### src/rtl/ppr_pkg.sv
// Package for the priority packet router: payload structs, event codes, constants.
// Used by the top level, the front part and the back part; depends on nothing.
`timescale 1ns / 1ps
`default_nettype none
package ppr_pkg;

  localparam int unsigned DefaultQueueDepth = 1024;
  localparam logic [31:0] RejectLimit = 32'd10;
  localparam int unsigned NumFifos = 3;
  localparam int unsigned NumCfgRegs = 8;

  // Request kinds.
  localparam logic [2:0] REQ_ARRIVE  = 3'd0;
  localparam logic [2:0] REQ_FORWARD = 3'd1;
  localparam logic [2:0] REQ_STOP    = 3'd2;
  localparam logic [2:0] REQ_RESET   = 3'd3;
  localparam logic [2:0] REQ_STATS   = 3'd4;

  // Event codes.
  localparam logic [3:0] EV_QUEUED    = 4'd0;
  localparam logic [3:0] EV_REJECTED  = 4'd1;
  localparam logic [3:0] EV_FULL      = 4'd2;
  localparam logic [3:0] EV_UNKNOWN   = 4'd3;
  localparam logic [3:0] EV_DELIVERED = 4'd4;
  localparam logic [3:0] EV_IDLE      = 4'd5;
  localparam logic [3:0] EV_BAD_DST   = 4'd6;
  localparam logic [3:0] EV_STOPPED   = 4'd7;
  localparam logic [3:0] EV_CHECKED   = 4'd8;
  localparam logic [3:0] EV_RESET     = 4'd9;

  // Configuration register indexes.
  localparam logic [2:0] CFG_REJ_A  = 3'd0;
  localparam logic [2:0] CFG_PORT1  = 3'd4;
  localparam logic [2:0] CFG_PORT2  = 3'd5;
  localparam logic [2:0] CFG_PORT3  = 3'd6;
  localparam logic [2:0] CFG_BCAST  = 3'd7;

  localparam logic [1:0] CLASS_UNKNOWN = 2'd3;

  typedef struct packed {
    logic [2:0]  req_type;
    logic [31:0] src_addr;
    logic [31:0] dst_addr;
    logic [1:0]  pkt_class;
    logic [31:0] tag_word;
  } in_item_t;

  typedef struct packed {
    logic [3:0]  event_code;
    logic [1:0]  port_id;
    logic [31:0] out_src;
    logic [31:0] out_dst;
    logic [1:0]  out_class;
    logic [31:0] out_tag;
    logic        last_result;
    logic [31:0] created_total;
    logic [31:0] queued_total;
    logic [31:0] rejected_total;
    logic        is_running;
  } out_item_t;

  // Classified work handed from the front part to the back part.
  typedef struct packed {
    logic [2:0]  req_type;
    logic [31:0] src_addr;
    logic [31:0] dst_addr;
    logic [1:0]  pkt_class;
    logic [31:0] tag_word;
    logic        src_rejected;
  } cmd_t;

  function automatic logic in_window(input logic [63:0] w, input logic [31:0] a);
    in_window = (w[63:32] <= a) && (a <= w[31:0]);
  endfunction

endpackage
`default_nettype wire

### src/rtl/ppr_front.sv
// Front part: accepts items, drops unused request codes, checks source windows.
// Depends on ppr_pkg.
`timescale 1ns / 1ps
`default_nettype none
module ppr_front
  import ppr_pkg::*;
(
  input  wire logic        clk,
  input  wire logic        rst,
  input  wire logic        push,
  output logic             full,
  input  wire in_item_t    in_item,
  input  wire logic [63:0] rej_a,
  input  wire logic [63:0] rej_b,
  input  wire logic [63:0] rej_c,
  input  wire logic [63:0] rej_d,
  output logic             cmd_valid,
  output cmd_t             cmd,
  input  wire logic        cmd_pop
);

  // Two-entry queue between the front and back parts.
  cmd_t       q [2];
  logic       wr_ptr;
  logic       rd_ptr;
  logic [1:0] count;
  logic       take;
  logic       do_pop;

  assign full      = (count == 2'd2);
  assign take      = push && !full && (in_item.req_type <= REQ_STATS);
  assign do_pop    = cmd_pop && (count != 2'd0);
  assign cmd_valid = (count != 2'd0);
  assign cmd       = q[rd_ptr];

  // Queue write with source classification.
  always_ff @(posedge clk) begin
    if (take) begin
      q[wr_ptr].req_type     <= in_item.req_type;
      q[wr_ptr].src_addr     <= in_item.src_addr;
      q[wr_ptr].dst_addr     <= in_item.dst_addr;
      q[wr_ptr].pkt_class    <= in_item.pkt_class;
      q[wr_ptr].tag_word     <= in_item.tag_word;
      q[wr_ptr].src_rejected <= in_window(rej_a, in_item.src_addr) ||
                                in_window(rej_b, in_item.src_addr) ||
                                in_window(rej_c, in_item.src_addr) ||
                                in_window(rej_d, in_item.src_addr);
    end
  end

  // Queue pointers.
  always_ff @(posedge clk) begin
    if (rst) begin
      wr_ptr <= 1'b0;
      rd_ptr <= 1'b0;
      count  <= 2'd0;
    end else begin
      if (take) begin
        wr_ptr <= !wr_ptr;
      end
      if (do_pop) begin
        rd_ptr <= !rd_ptr;
      end
      count <= count + {1'b0, take} - {1'b0, do_pop};
    end
  end

endmodule
`default_nettype wire

### config.mk
export PLATFORM = sky130hd
export DESIGN_NAME = ppr_front
export DESIGN_NICKNAME = d
export VERILOG_FILES = /design/src/rtl/ppr_pkg.sv /design/src/rtl/ppr_front.sv
export SDC_FILE = /design/constraint.sdc
export NUM_CORES = 1
export LEC_CHECK = 0
export ABC_AREA = 1
export BUFFER_PORTS_ARGS = -buffer_cell sky130_fd_sc_hd__buf_2
export CORE_MARGIN = 3
export CORE_UTILIZATION = 45
export CTS_CLUSTER_DIAMETER = 60
export DETAILED_ROUTE_END_ITERATION = 10
export PLACE_DENSITY = 0.75
export RECOVER_POWER = 25
export SLEW_MARGIN = 20
export SYNTH_ARGS = -nofsm -noshare
export SYNTH_HDL_FRONTEND = slang
export SYNTH_SLANG_ARGS = --single-unit
### constraint.sdc
create_clock -name clk -period 6.24 [get_ports clk]
set_input_delay 1.248 -clock clk [delete_from_list [all_inputs] [get_ports clk]]
set_output_delay 1.248 -clock clk [all_outputs]
set_load 0.01 [all_outputs]
Word-level counts from Yosys, hierarchy flattened
Memories as Yosys holds them, arrays and structs flattened. A register that Yosys moved wholly into a read port is not among the register bits.
Index checks and enable logic that the tools add are counted.
W data, S select, Z words.

word-level totals
  output and inout bits = 104
  flip-flop bits (word level) = 4
  bits in writable memories = 204
  memories kept = 1
  logic and storage cells = 34
  input bits = 361

cells by class
  reduce and logical (&&, ||, !) cells = 14
  equal/unequal tests = 1
  add/sub/neg operators = 2
  magnitude comparators = 9
  muxes and demuxes = 4

memories
  name  depth  width  read ports  clocked after Yosys merged registers in  write ports  RTL line         source
  q     2      102    1           1                                        1            ppr_front.sv:23  cmd_t q [2];

operator list
  cell                  number
  $le A32 B32 Y1        8
  $logic_and A1 B1 Y1   7
  $mux W1               4
  $le A3 B3 Y1 const B  1
  $logic_not A1 Y1      3
  $logic_or A1 B1 Y1    3
  $add A2 B1 Y2         1
  $eq A2 B2 Y1 const B  1
  $reduce_bool A2 Y1    1
  $sub A2 B1 Y2         1

Logic depth before layout (Yosys ltp)
  depth in word-level cells = 6
  gate-level depth with buffers = 18
  mapped depth without buffers = 18

Least setup slack after synthesis
No wires, ideal clock.

  kind = input -> register
  start = in in_item[99] (netlist name)
  end = mem q[1][0] (netlist name) (enable)
  slack = -238 ps
  data required time = 5675 ps
  arrival time = 5913 ps
  stages = 5
  library setup time = 565 ps
  path through = o21ai_0 > nand2_1 > nor2_1 > inv_1 > nor2_1

on the way
  cells in the longest elaborated chain, start to end = 4

ends and longest elaborated chain
  element                        RTL line         source
  from (decl)                    ppr_front.sv:12  input wire in_item_t in_item,
  $le A3 B3 Y1                   ppr_front.sv:31  assign take = push && !full && (in_item.req_type <= REQ_STATS);
  $logic_and A1 B1 Y1            ppr_front.sv:31
  $mux W1                        ppr_front.sv:38  if (take) begin
  $mux W1 (implied by the code)  ppr_front.sv:44  q[wr_ptr].src_rejected <= in_window(rej_a, in_item.src_addr) ||
  to (decl)                      ppr_front.sv:23

No other way between the ends.

==> summary by stage <==
Layout
The layout overhead on the synthesized area is 23.7%. The final layout contains around 2500 nets. Summing all non-filler instances in the final layout gives an area of between 15000 and 20000 µm².

Cells with a size suffix above 1 make up approximately a third of the layout. At the end of the flow the core is filled with cells to between 50% and 60%.

Critical path
The critical setup path kind is reg2out. Data arrives at the worst endpoint at approximately 2600 ps. The required arrival time at the worst endpoint is about 5000 ps. The type of destination of the critical path is an output pin.

The origin of the critical flop-to-flop path is count[1]$_SDFF_PP0_. The maximum fanout along the worst path is 56. STA classifies the critical path startpoint as a register.

Timing
In this run the tightest slew margin relative to its limit is approximately 47%. The final-report setup violation count is 0. Setup slack closes at 2440 ps. The number of max-slew violations in the final report was 0. The final hold violation count is 0. Setup repair after global routing left no endpoint under its margin.

Of the available clock period, the critical path in the final layout requires roughly three fifths. The maximum operating frequency is between 0.2 and 0.3 GHz. The transition time at the pin with the least slew margin is ~800 ps. The total negative slack for setup checks is 0 ps.

The worst setup skew after layout is ~10 ps. The worst path in the final design needs a cycle of around 3800 ps, including I/O delays and setup.

Power and ir drop
Summing internal, switching and leakage power gives between 4 and 5 mW. VDD sags by at most between 0.15 and 0.2 mV. The leakage power is ~8.6 nW. The power density of the placed cells is ~240 nW/µm².

Placement
At the end of routability-driven placement, the weighted congestion stood at 0.915. Detailed placement ended at an HPWL of about 34000 µm. The setup slack at placement is ~2900 ps. The number of buffers added on ports is roughly 460.

Once placement finished, the instance area stood at between 15000 and 20000 µm².

CTS
The count of buffers added by post-CTS timing repair for setup is 0. For this design, the CTS-stage hold fixing added 0 buffers. Clock-pin slew was measured on the worst setup and hold paths at 60 ps. The insertion delay of the later-clocked pin in the worst-skew pair is 470 ps. The TritonCTS clock tree is done. In this run the clock root is driven by a clkbuf_16. The total clock buffers created by CTS is 18. The number of buffers on the longest clock path is 3. The count of instances resized after the clock tree is built is 0. The H-tree depth is 1. The clock net in this run drives a total of 209 sinks.

Drt
The ratio of routed vias to standard cells is between 5 and 6. The pre-antenna-repair detailed-routing pass consisted of 5 iterations. In the final routed layout, each cell accounts on average for around 18 µm.

The count of nets left with antenna violations once routing finished came out at 0. The number of violations reported at the end of detailed-routing iteration 0 is 589. The number of remaining DRC errors is 0. For this block, the via count after detailed routing is about 12000.

The total wire length after detailed routing is 40700 µm.

Floorplan
The initialized floorplan defines 64 standard-cell rows. After floorplanning, the core was sized to cover a little over 30000 µm². The I/O pin count is 465. The height of the chip is 183 µm. The floorplan step set the die width to 183 µm.

The die covers about 33000 µm². The starting density of the core is about 46%.

GRT
The most used routing layer in global routing is met2. The global-route congestion overflow total is 0. The number of global-route vias before repair is roughly 12000. For met3 alone, demand over resource in global routing was around 3.7%. In the global route stage, overall resource usage came out at 23.0%. The initial antenna violation count is 2. Entering global routing, the biggest net connects 60 pins. For met1 alone, demand over resource in global routing was 27.3%. Global routing consumed, on the met2 layer, about two fifths of the routing resources. The global-route wire length before repair is 60000 µm.

Synthesis
Synthesis handed over a netlist of roughly 1400 instances. Counting flops and latches in the post-synthesis netlist gives around 210. The share of Yosys cell area claimed by the top area cell type is between 40% and 50%.

The synthesized area divided by synthesized cell count is 10.3 µm². The number of synthesized flops with an enable pin is 204. The biggest area contributor in the post-synthesis netlist is edfxtp_1. Synthesis instantiated 27 different standard cells from the library. The dominant register cell in the synthesized netlist is edfxtp_1. The Yosys step of the flow raised 0 warnings. Sequential cells were found to cover between 40 and 50% of the synthesized design area. Ranked by total cell area, the synthesized netlist is headed by edfxtp_1 43%, ha_1 23%, mux2_2 8.2%. The cell area that synthesis handed to floorplanning was ~14000 µm². When the netlist entered floorplanning its net count stood at ~2000.

After synthesis, the most frequently instantiated cells are 270 x nand2_1, 258 x ha_1, 206 x inv_1. The share of synthesized flip-flops with an asynchronous set or reset is 0%. The cell with the most instances after synthesis is nand2_1.

Outcome
The flow ran to the end, and the final reports show no timing, DRC or antenna violations.

Hold path
The worst hold path begins at rd_ptr$_SDFFE_PP0P_. The worst hold path class is reg2reg.

Flow run
The max-capacitance violation count is 0.
layout by cell type (no fill, tap or decap), drive strengths merged, types with 4 or more instances in the layout:
master and instances:
a21o 4, o21ai 31, ha 258, inv 215
a21oi 127, nor2 77, buf 429, clkbuf 66
edfxtp 204, mux2 102, nor4 6, nand2 277
nor3 7, dfxtp 5, o21a 15, nand4 16
power by group:
| part | total [mW] | switching (mW) | internal, mW | leakage, nW |
|---|---|---|---|---|
| Combinational | 1.25 | 0.684 | 0.568 | 6.41 |
| Sequential | 1.78 | 0.0808 | 1.70 | 1.92 |
| Clock | 1.07 | 0.457 | 0.616 | 0.273 |
stage by stage:
| stage | std cells | hold WS (ps) |
|---|---|---|
| 2_1_floorplan | 1361 | 454 |
| 3_3_place_gp | 2215 | 464 |
| 3_5_place_dp | 2215 | 472 |
| 4_1_cts | 2247 | 484 |
| 5_1_grt | 2248 | 514 |
| 6_report | 2248 | 489 |
kinds of logic after synthesis:
| kind of cell | count (synthesis) | synth area share [%] |
|---|---|---|
| DFF | 209 | 44.2 |
| AOI/OAI and AO/OA | 177 | 6.66 |
| muxes | 102 | 8.15 |
| xor gates and xnor gates | 1 | 0.0622 |
| buffers and inverters | 225 | 6.09 |
| and+or+nand+nor | 389 | 11.9 |
| adders and majority gates | 258 | 22.9 |
worst paths after layout:
check,end,slack [ps],cells past startpoint
worst max-delay path,cmd[90],2440,3
worst min register to register,register,490,2
worst min-delay path,register,490,2
worst max register to register,q[0][31]$_DFFE_PP_,4070,6
state kept, by name (all words and copies together), names as in the netlist, named ones only:
signal,cells
wr_ptr,1
q,204
count,2
rd_ptr,1
area by class of cell:
cell class	count	area (µm²)
repair buffers	469	2310
diodes	1	2.50
clock inverters	6	60.1
flip-flops and latches	209	6230
well taps	396	495
multi-input cells	927	7020
fillers	2695	13300
clock buffers	26	512
inverters	214	803
metal layers:
layer  up-vias  part of all wire, %  wire (µm)
li1       5653                    -          -
met1      5373                   39      16000
met2       445                   50      20500
met3        81                  6.8       2750
met4         2                  3.4       1390
met5         -                0.034         14
worst max-delay path, cell delays in order, from the launching register on:
cell and delay [ps]:
dfxtp_4 850, buf_4 620, mux2_2 430, buf_2 140
No activity file was read; power rests on OpenSTA's default activity.
